$ cat src/rtl/hfd_pkg.sv
// shared types and constants for the huffman tree stream decoder
// no dependencies; imported by hfd_front, hfd_outq, hfd_back and the top module
package hfd_pkg;

    localparam logic [7:0] ESC_CHAR   = 8'h5C;
    localparam logic [7:0] NODE_CHAR  = 8'h2A;
    localparam int         PAD_SHIFT  = 5;
    localparam int         PAD_WIDTH  = 3;
    localparam int         OUTQ_DEPTH = 16;
    localparam int         OUTQ_AW    = 4;
    // worst case one byte writes eight results
    localparam int         OUTQ_ROOM  = OUTQ_DEPTH - 8;

    typedef struct packed {
        logic [7:0] in_byte;
        logic       last_byte;
    } t_in_item;

    typedef struct packed {
        logic [7:0] out_symbol;
        logic       status;
        logic       end_of_run;
    } t_out_item;

    typedef struct packed {
        logic [7:0] in_byte;
        logic       last_byte;
        logic       is_esc;
        logic       is_node;
    } t_front_item;

    typedef struct packed {
        logic      wr;
        t_out_item item;
    } t_res_wr;

    typedef enum logic [3:0] {
        PH_HDR1 = 4'b0001,
        PH_HDR2 = 4'b0010,
        PH_TREE = 4'b0100,
        PH_DATA = 4'b1000
    } t_phase;

    typedef enum logic [5:0] {
        S_IDLE   = 6'b000001,
        S_TREE   = 6'b000010,
        S_ADD    = 6'b000100,
        S_DSTART = 6'b001000,
        S_DBIT   = 6'b010000,
        S_DFLUSH = 6'b100000
    } t_bstate;

endpackage

$ cat src/rtl/hfd_front.sv
// front end: two entry item queue that tags escape and node marker bytes
// depends on hfd_pkg
module hfd_front
    import hfd_pkg::*;
(
    input  logic        i_clk,
    input  logic        i_rst_n,
    input  logic        i_push,
    output logic        o_full,
    input  t_in_item    i_item,
    output logic        o_valid,
    input  logic        i_take,
    output t_front_item o_item
);

    t_front_item r_q [2];
    logic        r_wp, n_wp;
    logic        r_rp, n_rp;
    logic [1:0]  r_cnt, n_cnt;
    logic        w_push_ok;
    logic        w_take_ok;
    t_front_item w_tagged;

    assign o_full    = (r_cnt == 2'd2);
    assign o_valid   = (r_cnt != 2'd0);
    assign o_item    = r_q[r_rp];
    assign w_push_ok = i_push && !o_full;
    assign w_take_ok = i_take && o_valid;

    always_comb begin
        w_tagged.in_byte   = i_item.in_byte;
        w_tagged.last_byte = i_item.last_byte;
        w_tagged.is_esc    = (i_item.in_byte == ESC_CHAR);
        w_tagged.is_node   = (i_item.in_byte == NODE_CHAR);
        n_wp  = w_push_ok ? ~r_wp : r_wp;
        n_rp  = w_take_ok ? ~r_rp : r_rp;
        n_cnt = r_cnt + {1'b0, w_push_ok} - {1'b0, w_take_ok};
    end

    always_ff @(posedge i_clk) begin
        if (w_push_ok) begin
            r_q[r_wp] <= w_tagged;
        end
        if (!i_rst_n) begin
            r_wp  <= 1'b0;
            r_rp  <= 1'b0;
            r_cnt <= 2'd0;
        end else begin
            r_wp  <= n_wp;
            r_rp  <= n_rp;
            r_cnt <= n_cnt;
        end
    end

endmodule

$ cat config.mk
export PLATFORM = sky130hd
export DESIGN_NAME = hfd_front
export DESIGN_NICKNAME = d
export VERILOG_FILES = /design/src/rtl/hfd_pkg.sv /design/src/rtl/hfd_front.sv
export SDC_FILE = /design/constraint.sdc
export NUM_CORES = 1
export LEC_CHECK = 0
export ABC_AREA = 1
export BUFFER_PORTS_ARGS = -buffer_cell sky130_fd_sc_hd__buf_4
export CORE_MARGIN = 1.5
export CORE_UTILIZATION = 45
export DETAILED_ROUTE_END_ITERATION = 10
export PLACE_DENSITY = 0.69
export SYNTH_ARGS = -nofsm -noshare
export SYNTH_HDL_FRONTEND = slang
export SYNTH_SLANG_ARGS = --single-unit
$ cat constraint.sdc
create_clock -name i_clk -period 2.3 [get_ports i_clk]
set_clock_uncertainty 0.2 [all_clocks]
set_input_delay 0.46 -clock i_clk [delete_from_list [all_inputs] [get_ports i_clk]]
set_output_delay 0.46 -clock i_clk [all_outputs]
set_load 0.01 [all_outputs]
## Word-level counts from Yosys, hierarchy flattened

Memory sizes are Yosys's and may differ from the RTL's. A register that Yosys moved wholly into a read port is not among the register bits.
Index checks and enable logic that the tools add are counted.

- Muxes and demuxes: 4
- Add/subtract/negate cells: 2
- Equal/unequal tests: 3
- Reductions and logical operators: 4
- Bitwise logic cells: 2

Operator list:

| operator | count |
|---|---|
| $eq A8 B6 Y1 const B | 1 |
| $eq A8 B7 Y1 const B | 1 |
| $mux W1 | 4 |
| $add A2 B1 Y2 | 1 |
| $eq A2 B2 Y1 const B | 1 |
| $logic_and A1 B1 Y1 | 2 |
| $not A1 Y1 | 2 |
| $reduce_bool A2 Y1 | 1 |
| $sub A2 B1 Y2 | 1 |
| $logic_not A1 Y1 | 1 |

- Output and inout bits: 13
- Logic and storage cells: 19
- Flip-flop bits (word level): 4
- Memories kept: 1
- RAM bits: 22

Memory list:

| memory | depth | width | read ports | clocked after Yosys merged registers in | wr ports | line | RTL |
|---|---|---|---|---|---|---|---|
| r_q | 2 | 11 | 1 | 1 | 1 | hfd_front.sv:16 | `t_front_item r_q [2];` |

## Longest topological paths before layout

- Depth in word-level cells: 5
- Mapped depth: 11
- Depth with buffers taken out: 11

## Worst setup path before layout

OpenSTA, ideal clock, no wires.

- Kind: flip-flop to flip-flop
- From: reg r_cnt[0]
- To: mem r_q[0][0] (netlist bit) (enable)
- Setup slack: 675 ps
- Stages on the path, launching flop included: 5
- Data arrival time: 1047 ps
- Path buffers: 0
- Clock period less this slack: 1625 ps
- Cells stage by stage: dfxtp_1 inv_1 nand2_1 nand2_1 nor2_1

- Longest elaborated chain between the ends: 5

Ends and longest elaborated chain:

| item | line | RTL |
|---|---|---|
| start, declared | hfd_front.sv:19 | `logic [1:0] r_cnt, n_cnt;` |
| start signal, assigned | hfd_front.sv:51 | `r_cnt <= n_cnt;` |
| $eq A2 B2 Y1 | hfd_front.sv:24 | `assign o_full = (r_cnt == 2'd2);` |
| $logic_not A1 Y1 | hfd_front.sv:27 | `assign w_push_ok = i_push && !o_full;` |
| $logic_and A1 B1 Y1 | hfd_front.sv:27 |  |
| $mux W1 | hfd_front.sv:41 | `if (w_push_ok) begin` |
| $mux W1 (not written as such) | hfd_front.sv:42 | `r_q[r_wp] <= w_tagged;` |
| end, declared | hfd_front.sv:16 |  |

Every way passes these cells.

==> flow_summary.toml <==
[setup_path]
rr_worst_depth = 10
crit_top_cell = "buf_4"
cpPeakStageDelay_ns = 0.35
crit_path_start_kind = "flop"
r2r_slack_ns = 0.52
reg2reg_from = "r_cnt[0]"
critPathSlowestCell = "dfxtp_1"
crit_family = "flip-flops"
cp_num_buf_inv = 2
path_class = "reg2out"
cp-end-kind = "primary output"
path_max_fanout = 7
critical_path.cell_chain = "buf_4 -> mux2_2 -> buf_4"
crit_arrival_ns = 1.33
regToRegEndpoint = "r_cnt[1]"
required_ns = 1.64

[detailed_routing]
viasPerCell = 4.89
wl_um = 1810
wl_per_cell_um = 12.7
dr_total_vias = 695
drcViolationCount = 0
dr.pass1.iters = 4
ant_nets = 0
drt_iter0_drc = 8

[global_route]
grt_pass1_wl_um = 2920
grt_pass1_vias = 681
antenna_found_initial = 0
grtUsageTotal = 0.150
grt_overflow = 0
grt_max_degree = 15

[final_layout]
multiInputGateArea_um2 = 318
post-route-util = 0.606
area.sequential_um2 = 761
final_nets = 130
n_antenna_cell = 0
nFillCells = 199
syn2layout_area_growth_pct = 23.0
fin_area_mm2 = 0.00139
final_layout_size_suffix_gt1_frac = 0.368

[placement]
finalWeightedCongestion = 0.807
portBuffers = 25
dpl.hpwl_um = 1400
place_ws_ns = 0.520
place_area_mm2 = 0.00137

[power]
p_comb_frac = 0.373
p_clk_frac = 0.143
swShare = 0.297
p_int_uw = 962
pwr_density_cell_mw_per_mm2 = 983
power.switching_uw = 406
seq_power_share = 0.484
ir_drop_mv = 0.679
leakagePower_nw = 0.604

[floorplan]
dieArea_mm2 = 0.00282
core_area_mm2 = 0.00230
rows = 17
io_pins = 26
die_h_um = 53.1
chipWidth_um = 53.1
initial_core_util = 0.492

[job]
maxCapViolations = 0

[clocking]
root_buffer = "clkbuf_4"
numCtsBuffers = 3
cts_hold_buf = 0
clock-sinks = 27
clock_latency_ns = 0.31
cts_tree = "yes"
cts-resized-gates = 0
cts.path.max_buffers = 2
clkTransAtPathRegs_ns = 0.13
cts_max_level = 1
cts_setup_buffers = 0

[synth]
synth_area_mm2 = 0.00113
ys.warnings.count = 0
synth_cells = 83
ys_ff_latch = 27
synth_area_per_cell_um2 = 13.6
ys_types = 13
synth_nets = 98
ys_seq_area_frac = 0.673

[sta]
setup_tns_ns = 0
finalSetupViolCount = 0
fmax_mhz = 501
slew_viol_final = 0
max_slew_margin = 0.710
worst_slew_pin_slew_ns = 0.435
setup_ws_ns = 0.306
grt_setup_unrepaired = "false"
min_period_ns = 1.99
finalHoldViolations = 0
period_share = 0.867

[worst_hold_path]
hold-path-endpoint = "r_q[0][2]"
holdCritPathClass = "in2reg"
min_from = "i_item[0]"
hold_depth = 1

[status]
outcome = "finished clean"
[Yosys cell counts]
cell      number  share of area
dfxtp_1        5          0.088
buf_6          1          0.010
a21oi_1        2         0.0088
inv_1         11          0.037
nand3b_1       1         0.0066
nand2_1        9          0.030
nor2_1        13          0.043
mux2_2         1          0.010
nand3_1        5          0.022
edfxtp_1      22           0.58
mux2_4        10           0.13
ha_1           2          0.022
nand4_1        1         0.0055
[final cells by class]
cell class              instances  area share
clock buffers                   4      0.0189
inverters                      11      0.0297
multi-input cells              44       0.228
flip-flops and latches         27       0.547
well taps                      28      0.0252
repair buffers                 28       0.151
[flip-flops by register name, indices dropped and copies added, names as in the netlist, named ones only]
| signal | flops |
|---|---|
| r_cnt | 2 |
| r_q | 22 |
| r_rp | 1 |
| r_wp | 1 |
[cell usage in the layout, fill, tap and decap left out, drive strengths merged]
master   n
a21oi    2
buf     28
clkbuf   4
dfxtp    5
edfxtp  22
ha       2
inv     11
mux2    11
nand2    9
nand3    5
nand3b   1
nand4    1
nor2    13
[logic make-up after synthesis]
logic type / Yosys count / share of synthesized area
AOI/OAI and AO/OA: 2 / 0.00885
adders and majority gates: 2 / 0.0221
buffers and inverters: 12 / 0.0465
DFF: 27 / 0.673
muxes: 11 / 0.143
and+or+nand+nor: 29 / 0.107
[how the worst max path moves through the flow]
stage	cells past startpoint	endpoint
after global placement	10	r_cnt[1]
final	3	o_item[10]
after floorplan	4	r_q[0][0]
after CTS	3	o_item[10]
after detailed placement	11	r_cnt[1]
after global routing	3	o_item[10]
[per-layer routing]
metal  track usage  vias up  share of wire
met5             0        -              0
met3        0.0339        2          0.045
li1              -      346              -
met1         0.158      328           0.42
met4        0.0641        0         0.0094
met2         0.283       19           0.52
[power by group through the flow]
stage	Sequential (mW)	Combinational, mW	Clock, mW
2_1_floorplan	0.663	0.323	0
3_3_place_gp	0.666	0.507	0
3_5_place_dp	0.674	0.516	0
4_1_cts	0.662	0.518	0.201
5_1_grt	0.673	0.574	0.220
6_report	0.662	0.510	0.195
[per-stage QoR]
step	total power [mW]	hold WS (ns)	cells
6_report	1.37	0.127	142
5_1_grt	1.47	0.103	142
4_1_cts	1.38	0.119	142
3_5_place_dp	1.19	0.300	138
3_3_place_gp	1.17	0.292	138
2_1_floorplan	0.986	0.267	83
[worst register-to-register path, delay by kind of cell, from the launching register on]
| family | cells | cell delay (ns) |
|---|---|---|
| compound gates | 1 | 0.14 |
| fa+ha+maj | 2 | 0.47 |
| buf+inv | 3 | 0.17 |
| flops | 1 | 0.39 |
| simple gates | 4 | 0.34 |
No activity file was read; power rests on OpenSTA's default activity.
