===== config.mk =====
export PLATFORM = sky130hd
export DESIGN_NAME = hfd_outq
export DESIGN_NICKNAME = d
export VERILOG_FILES = /design/src/rtl/hfd_pkg.sv /design/src/rtl/hfd_outq.sv
export SDC_FILE = /design/constraint.sdc
export NUM_CORES = 1
export LEC_CHECK = 0
export ABC_AREA = 1
export BUFFER_PORTS_ARGS = -buffer_cell sky130_fd_sc_hd__buf_2
export CAP_MARGIN = 20
export CORE_AREA = 10 10 142 144
export CTS_CLUSTER_DIAMETER = 80
export DETAILED_ROUTE_END_ITERATION = 16
export DIE_AREA = 0 0 152 154
export PLACE_DENSITY = 0.57
export SETUP_SLACK_MARGIN = 0.2
export SLEW_MARGIN = 0
export SYNTH_ARGS = -nofsm -noshare
export SYNTH_HDL_FRONTEND = slang
export SYNTH_SLANG_ARGS = --single-unit

===== constraint.sdc =====
create_clock -name i_clk -period 2.5 [get_ports i_clk]
set_input_delay 0.125 -clock i_clk [delete_from_list [all_inputs] [get_ports i_clk]]
set_output_delay 0.125 -clock i_clk [all_outputs]
set_load 0.1 [all_outputs]

===== src/rtl/hfd_pkg.sv =====
// shared types and constants for the huffman tree stream decoder
// no dependencies; imported by hfd_front, hfd_outq, hfd_back and the top module
package hfd_pkg;

    localparam logic [7:0] ESC_CHAR   = 8'h5C;
    localparam logic [7:0] NODE_CHAR  = 8'h2A;
    localparam int         PAD_SHIFT  = 5;
    localparam int         PAD_WIDTH  = 3;
    localparam int         OUTQ_DEPTH = 16;
    localparam int         OUTQ_AW    = 4;
    // worst case one byte writes eight results
    localparam int         OUTQ_ROOM  = OUTQ_DEPTH - 8;

    typedef struct packed {
        logic [7:0] in_byte;
        logic       last_byte;
    } t_in_item;

    typedef struct packed {
        logic [7:0] out_symbol;
        logic       status;
        logic       end_of_run;
    } t_out_item;

    typedef struct packed {
        logic [7:0] in_byte;
        logic       last_byte;
        logic       is_esc;
        logic       is_node;
    } t_front_item;

    typedef struct packed {
        logic      wr;
        t_out_item item;
    } t_res_wr;

    typedef enum logic [3:0] {
        PH_HDR1 = 4'b0001,
        PH_HDR2 = 4'b0010,
        PH_TREE = 4'b0100,
        PH_DATA = 4'b1000
    } t_phase;

    typedef enum logic [5:0] {
        S_IDLE   = 6'b000001,
        S_TREE   = 6'b000010,
        S_ADD    = 6'b000100,
        S_DSTART = 6'b001000,
        S_DBIT   = 6'b010000,
        S_DFLUSH = 6'b100000
    } t_bstate;

endpackage


===== src/rtl/hfd_outq.sv =====
// result queue between the decode sequencer and the output ports
// depends on hfd_pkg
module hfd_outq
    import hfd_pkg::*;
(
    input  logic      i_clk,
    input  logic      i_rst_n,
    input  t_res_wr   i_wr,
    output logic      o_room,
    output logic      o_empty,
    input  logic      i_pop,
    output t_out_item o_item
);

    t_out_item          r_mem [OUTQ_DEPTH];
    logic [OUTQ_AW-1:0] r_wp, r_rp;
    logic [OUTQ_AW:0]   r_cnt;
    logic               w_pop_ok;

    assign o_empty  = (r_cnt == '0);
    assign o_room   = (r_cnt <= (OUTQ_AW + 1)'(OUTQ_ROOM));
    assign o_item   = r_mem[r_rp];
    assign w_pop_ok = i_pop && !o_empty;

    always_ff @(posedge i_clk) begin
        if (i_wr.wr) begin
            r_mem[r_wp] <= i_wr.item;
        end
        if (!i_rst_n) begin
            r_wp  <= '0;
            r_rp  <= '0;
            r_cnt <= '0;
        end else begin
            r_wp  <= r_wp + OUTQ_AW'(i_wr.wr);
            r_rp  <= r_rp + OUTQ_AW'(w_pop_ok);
            r_cnt <= r_cnt + (OUTQ_AW + 1)'(i_wr.wr) - (OUTQ_AW + 1)'(w_pop_ok);
        end
    end

endmodule


# After elaboration in Yosys (flattened, before gate mapping)
# Memory sizes are Yosys's and may differ from the RTL's. A register that Yosys moved wholly into a read port is not among the register bits.
# Cells that the tools add are included.
# Widths: inputs -> output; s select.
[classes]
addsub = 4
magnitude_cmp = 1
n_mux = 3
n_reduce_logical = 3
[op_table]
columns = ["operator", "n"]
rows = [
  ["$add 4x1->4", 2],
  ["$add 5x1->5", 1],
  ["$le 5x4->1 const B", 1],
  ["$logic_not 5->1", 1],
  ["$sub 5x1->5", 1],
  ["$mux 4", 1],
  ["$mux 1", 2],
  ["$logic_and 1x1->1", 1],
  ["$logic_not 1->1", 1],
]
[totals]
reg_bits = 13
ramBits = 160
input_bits = 14
out_inout_bits = 12
elab_cells = 15
memories = 1
[memory_table]
columns = ["memory", "words", "width", "rd", "rd_clocked_by_memory_dff", "wr", "line", "rtl"]
rows = [
  ["r_mem", 16, 10, 1, 1, 1, "hfd_outq.sv:15", "t_out_item r_mem [OUTQ_DEPTH];"],
]

# Longest topological paths before layout
[depth]
ltp_word = 5
mapped_depth = 17

# Worst setup path before layout
# No wires, ideal clock.
[synth_path]
path_type = "reg-to-output"
from = "register r_cnt[2]"
to = "output o_room"
arrival_time_ps = 1961
required_ps = 2375
path_slack_ps = 414
stages_incl_launch_ff = 5
n_path_buf = 0
path_cell_list = "dfxtp_1 inv_1 ha_1 inv_1 o21bai_1"
[synth_between]
elab_chain_len = 1
[synth_rtl]
columns = ["element", "line", "rtl"]
rows = [
  ["from (decl)", "hfd_outq.sv:17", "logic [OUTQ_AW:0] r_cnt;"],
  ["from (signal assigned)", "hfd_outq.sv:36", "r_cnt <= r_cnt + (OUTQ_AW + 1)'(i_wr.wr) - (OUTQ_AW + 1)'(w_pop_ok);"],
  ["$le 5x4->1", "hfd_outq.sv:21", "assign o_room = (r_cnt <= (OUTQ_AW + 1)'(OUTQ_ROOM));"],
  ["to (decl)", "hfd_outq.sv:9", "output logic o_room,"],
]
# No other way between the ends.

==> run_summary.xml <==
<?xml version="1.0" encoding="UTF-8"?>
<metrics>
  <group name="run_status">
    <metric name="status" unit="">finished clean</metric>
  </group>
  <group name="final_layout">
    <metric name="layout_common_cells" unit="">sky130_fd_sc_hd__nand2_1, sky130_fd_sc_hd__edfxtp_1, sky130_fd_sc_hd__inv_1</metric>
    <metric name="post-route-util" unit="%">51.1</metric>
    <metric name="antenna-diode-count" unit="">0</metric>
    <metric name="post-route-cell-area" unit="mm²">0.00877</metric>
    <metric name="nFillCells" unit="">1525</metric>
    <metric name="final_common_cell" unit="">sky130_fd_sc_hd__nand2_1</metric>
    <metric name="area.growth.synth_to_final" unit="%">14.5</metric>
    <metric name="post_route_cells_drive_above_1_share" unit="%">10.9</metric>
    <metric name="design.final.nets" unit="">822</metric>
  </group>
  <group name="min_path">
    <metric name="timing.hold.worst_path_depth" unit="">3</metric>
    <metric name="min-delay-start" unit="">i_rst_n</metric>
    <metric name="hold_path_class" unit="">primary input to flop</metric>
    <metric name="timing.hold.worst_endpoint" unit="">r_wp[1]</metric>
  </group>
  <group name="timing">
    <metric name="slew_headroom" unit="%">43.9</metric>
    <metric name="tightest_slew" unit="ns">0.840</metric>
    <metric name="setup_viol" unit="">0</metric>
    <metric name="hold_slack" unit="ns">0.0343</metric>
    <metric name="final_hold_viol_count" unit="">0</metric>
    <metric name="setup_tns" unit="ns">0</metric>
    <metric name="period_share" unit="%">88.6</metric>
    <metric name="setup_repair_after_global_routing_missed_its_margin" unit="">yes</metric>
    <metric name="finClkSkew" unit="ns">0.00653</metric>
    <metric name="min_tclk_post_route" unit="ns">2.21</metric>
    <metric name="final_max_slew_viol_count" unit="">0</metric>
    <metric name="maxClockFrequency" unit="MHz">452</metric>
  </group>
  <group name="critical_path">
    <metric name="worst-setup-path-type" unit="">flop to output port</metric>
    <metric name="r2r_slack" unit="ns">0.30</metric>
    <metric name="r2r.worst_path.cells" unit="">17</metric>
    <metric name="worstPathMaxFanout" unit="">41</metric>
    <metric name="critPathArrivalTime" unit="ns">2.09</metric>
    <metric name="endpoint_kind" unit="">output port</metric>
    <metric name="crit_required" unit="ns">2.38</metric>
    <metric name="worst_setup_path_start_kind" unit="">flop</metric>
    <metric name="crit_start" unit="">r_rp[0]</metric>
    <metric name="reg2reg_launch_point" unit="">r_cnt[2]</metric>
    <metric name="critical_path.reg2reg.endpoint" unit="">r_cnt[4]</metric>
  </group>
  <group name="place">
    <metric name="port-buffer-count" unit="">25</metric>
    <metric name="placed_cell_area" unit="mm²">0.00804</metric>
    <metric name="final_weighted_congestion_in_routability_driven_placement" unit="">0.815</metric>
    <metric name="post-dp-hpwl" unit="µm">10700</metric>
  </group>
  <group name="power_and_ir_drop">
    <metric name="power-per-cell-area" unit="mW/mm²">1000</metric>
    <metric name="leakagePower" unit="nW">3.82</metric>
    <metric name="fin_total_pwr" unit="W">0.00880</metric>
    <metric name="ir_worst_vdd" unit="µV">1170</metric>
  </group>
  <group name="run">
    <metric name="cap_viol_max_count" unit="">0</metric>
  </group>
  <group name="global_routing">
    <metric name="grt_util_met3" unit="%">2.71</metric>
    <metric name="grt_antenna_before_repair" unit="">0</metric>
    <metric name="grt_max_degree" unit="">82</metric>
    <metric name="grt_use_met2" unit="%">25.6</metric>
    <metric name="grt_most_used_layer" unit="">met2</metric>
    <metric name="global_route.usage.met1" unit="%">18.2</metric>
    <metric name="global_router_s_overall_resource_usage" unit="%">14.8</metric>
    <metric name="globalRoute.totalOverflow" unit="">0</metric>
    <metric name="first_pass_grt_wire_length" unit="µm">27000</metric>
    <metric name="first_global_vias" unit="">5058</metric>
  </group>
  <group name="route">
    <metric name="drt-total-wl" unit="µm">17900</metric>
    <metric name="viasPerCell" unit="">4.91</metric>
    <metric name="remaining_drc_errors" unit="">0</metric>
    <metric name="drt.antenna.violating_nets" unit="">0</metric>
    <metric name="dr.pass1.iters" unit="">4</metric>
    <metric name="vias" unit="">5074</metric>
    <metric name="drt_iter0_drc" unit="">441</metric>
    <metric name="wl_per_instance" unit="µm">17.4</metric>
  </group>
  <group name="clocking">
    <metric name="clock_tree.htree_level_count" unit="">4</metric>
    <metric name="clock_insertion_delay_worst_skew" unit="ns">0.42</metric>
    <metric name="clkTransAtPathRegs" unit="ns">0.06</metric>
    <metric name="cts_inserted_buffers" unit="">17</metric>
    <metric name="post_cts_hold_buffer_count" unit="">0</metric>
    <metric name="clk_root_buffer_cell" unit="">sky130_fd_sc_hd__clkbuf_16</metric>
    <metric name="clock-sinks" unit="">173</metric>
    <metric name="max-clock-path-buffers" unit="">2</metric>
    <metric name="clock_tree_from_tritoncts" unit="">built</metric>
  </group>
  <group name="logic_synthesis">
    <metric name="synth.top_cells.by_area" unit="">sky130_fd_sc_hd__edfxtp_1, sky130_fd_sc_hd__nand2_1, sky130_fd_sc_hd__nand3_1</metric>
    <metric name="synth_warnings" unit="">0</metric>
    <metric name="syn-instance-count" unit="">759</metric>
    <metric name="sequential_share_of_the_synthesized_area" unit="%">66.1</metric>
    <metric name="synth-seq-cells" unit="">173</metric>
    <metric name="yosysUniqueCellTypes" unit="">19</metric>
    <metric name="avg_cell_area_syn" unit="µm²">10.1</metric>
    <metric name="syn-num-nets" unit="">786</metric>
    <metric name="syn-cell-area" unit="mm²">0.00766</metric>
    <metric name="synthDominantCellAreaShare" unit="%">62.7</metric>
    <metric name="synth_area_leader_cell" unit="">sky130_fd_sc_hd__edfxtp_1</metric>
  </group>
  <group name="floorplan">
    <metric name="initial_utilization" unit="%">44.6</metric>
    <metric name="core-area" unit="mm²">0.0172</metric>
    <metric name="floorplan.rows" unit="">48</metric>
    <metric name="design.die.area" unit="mm²">0.0234</metric>
    <metric name="top_level_ports" unit="">26</metric>
    <metric name="dieHeight" unit="µm">154</metric>
    <metric name="chipWidth" unit="µm">152</metric>
  </group>
</metrics>
==> stage by stage <==
step	worst slack [ns]	cells
final	0.286	1033
after global routing	0.157	1033
after CTS	0.202	1031
after detailed placement	0.159	999
after global placement	0.315	999
after floorplan	0.414	759
==> routing by layer <==
metal  part of all wire, %  routed length [µm]
met1                    44                7890
met2                    50                8970
met3                   4.5                 809
met4                   1.5                 274
met5                     0                   0
==> synthesized netlist by cell type <==
master                     instances
sky130_fd_sc_hd__edfxtp_1        160
sky130_fd_sc_hd__a21oi_1           5
sky130_fd_sc_hd__o21bai_1          1
sky130_fd_sc_hd__inv_2             1
sky130_fd_sc_hd__dfxtp_1          13
sky130_fd_sc_hd__fa_1              1
sky130_fd_sc_hd__clkbuf_1          6
sky130_fd_sc_hd__buf_4             4
sky130_fd_sc_hd__inv_6             1
sky130_fd_sc_hd__xnor2_1           2
sky130_fd_sc_hd__nand3b_1          1
sky130_fd_sc_hd__inv_1           147
sky130_fd_sc_hd__ha_1             12
sky130_fd_sc_hd__buf_6             7
sky130_fd_sc_hd__nand2_1         228
sky130_fd_sc_hd__buf_2            16
sky130_fd_sc_hd__nand3_1         125
sky130_fd_sc_hd__o21ai_0           3
sky130_fd_sc_hd__nor2_1           26
==> cell families after synthesis <==
| logic type | share of synthesized area (%) |
|---|---|
| adder cells (fa/ha/maj) | 2.22 |
| flip-flops | 66.1 |
| AO/OA/AOI/OAI | 0.620 |
| buffers and inverters | 10.1 |
| XOR/XNOR | 0.229 |
| AND/OR/NAND/NOR | 20.7 |
==> power breakdown <==
group          leakage, nW  switching [W]  internal (W)
combinational         1.97        0.00201      0.000706
sequential            1.55      0.0000939       0.00325
clock                0.293        0.00105       0.00169
total                 3.82        0.00315       0.00565
==> critical path: stages (launching register included) <==
cell,delay [ns]
sky130_fd_sc_hd__dfxtp_4,0.51
sky130_fd_sc_hd__buf_16,0.26
sky130_fd_sc_hd__nand2_1,0.09
sky130_fd_sc_hd__nand2_1,0.07
sky130_fd_sc_hd__nand2_1,0.04
sky130_fd_sc_hd__nand3_1,0.07
sky130_fd_sc_hd__nand3_1,0.14
sky130_fd_sc_hd__nand2_1,0.22
sky130_fd_sc_hd__buf_6,0.26
==> state kept, by name, summed over array words and instances (netlist names) <==
signal  cells
r_wp        4
r_rp        4
r_mem     160
r_cnt       5
==> area by class of cell <==
type                       instances  area (µm²)  share of cell area [%]
inverter                         149         586                    6.68
multi-input combinational        404        1830                    20.8
tap                              225         282                    3.21
timing repair buffer              49         379                    4.32
sequential                       173        5070                    57.8
timing repair inverter             1        11.3                   0.128
clock buffer                      21         450                    5.13
clock inverter                    11         166                    1.90
==> worst max-delay path by stage <==
stage,endpoint,slack [ns]
CTS,r_cnt[4],0.20
finish,o_item[5],0.29
global route,r_cnt[4],0.16
detailed placement,r_cnt[4],0.16
floorplan,o_room,0.41
global placement,r_cnt[4],0.32
==> timing repair <==
item,CTS,global route
pin swaps,0,0
setup endpoints to repair,11,9
setup buffers,0,0
cloned,0,2
gates resized for setup,13,12
(Power assumes the default switching activity.)
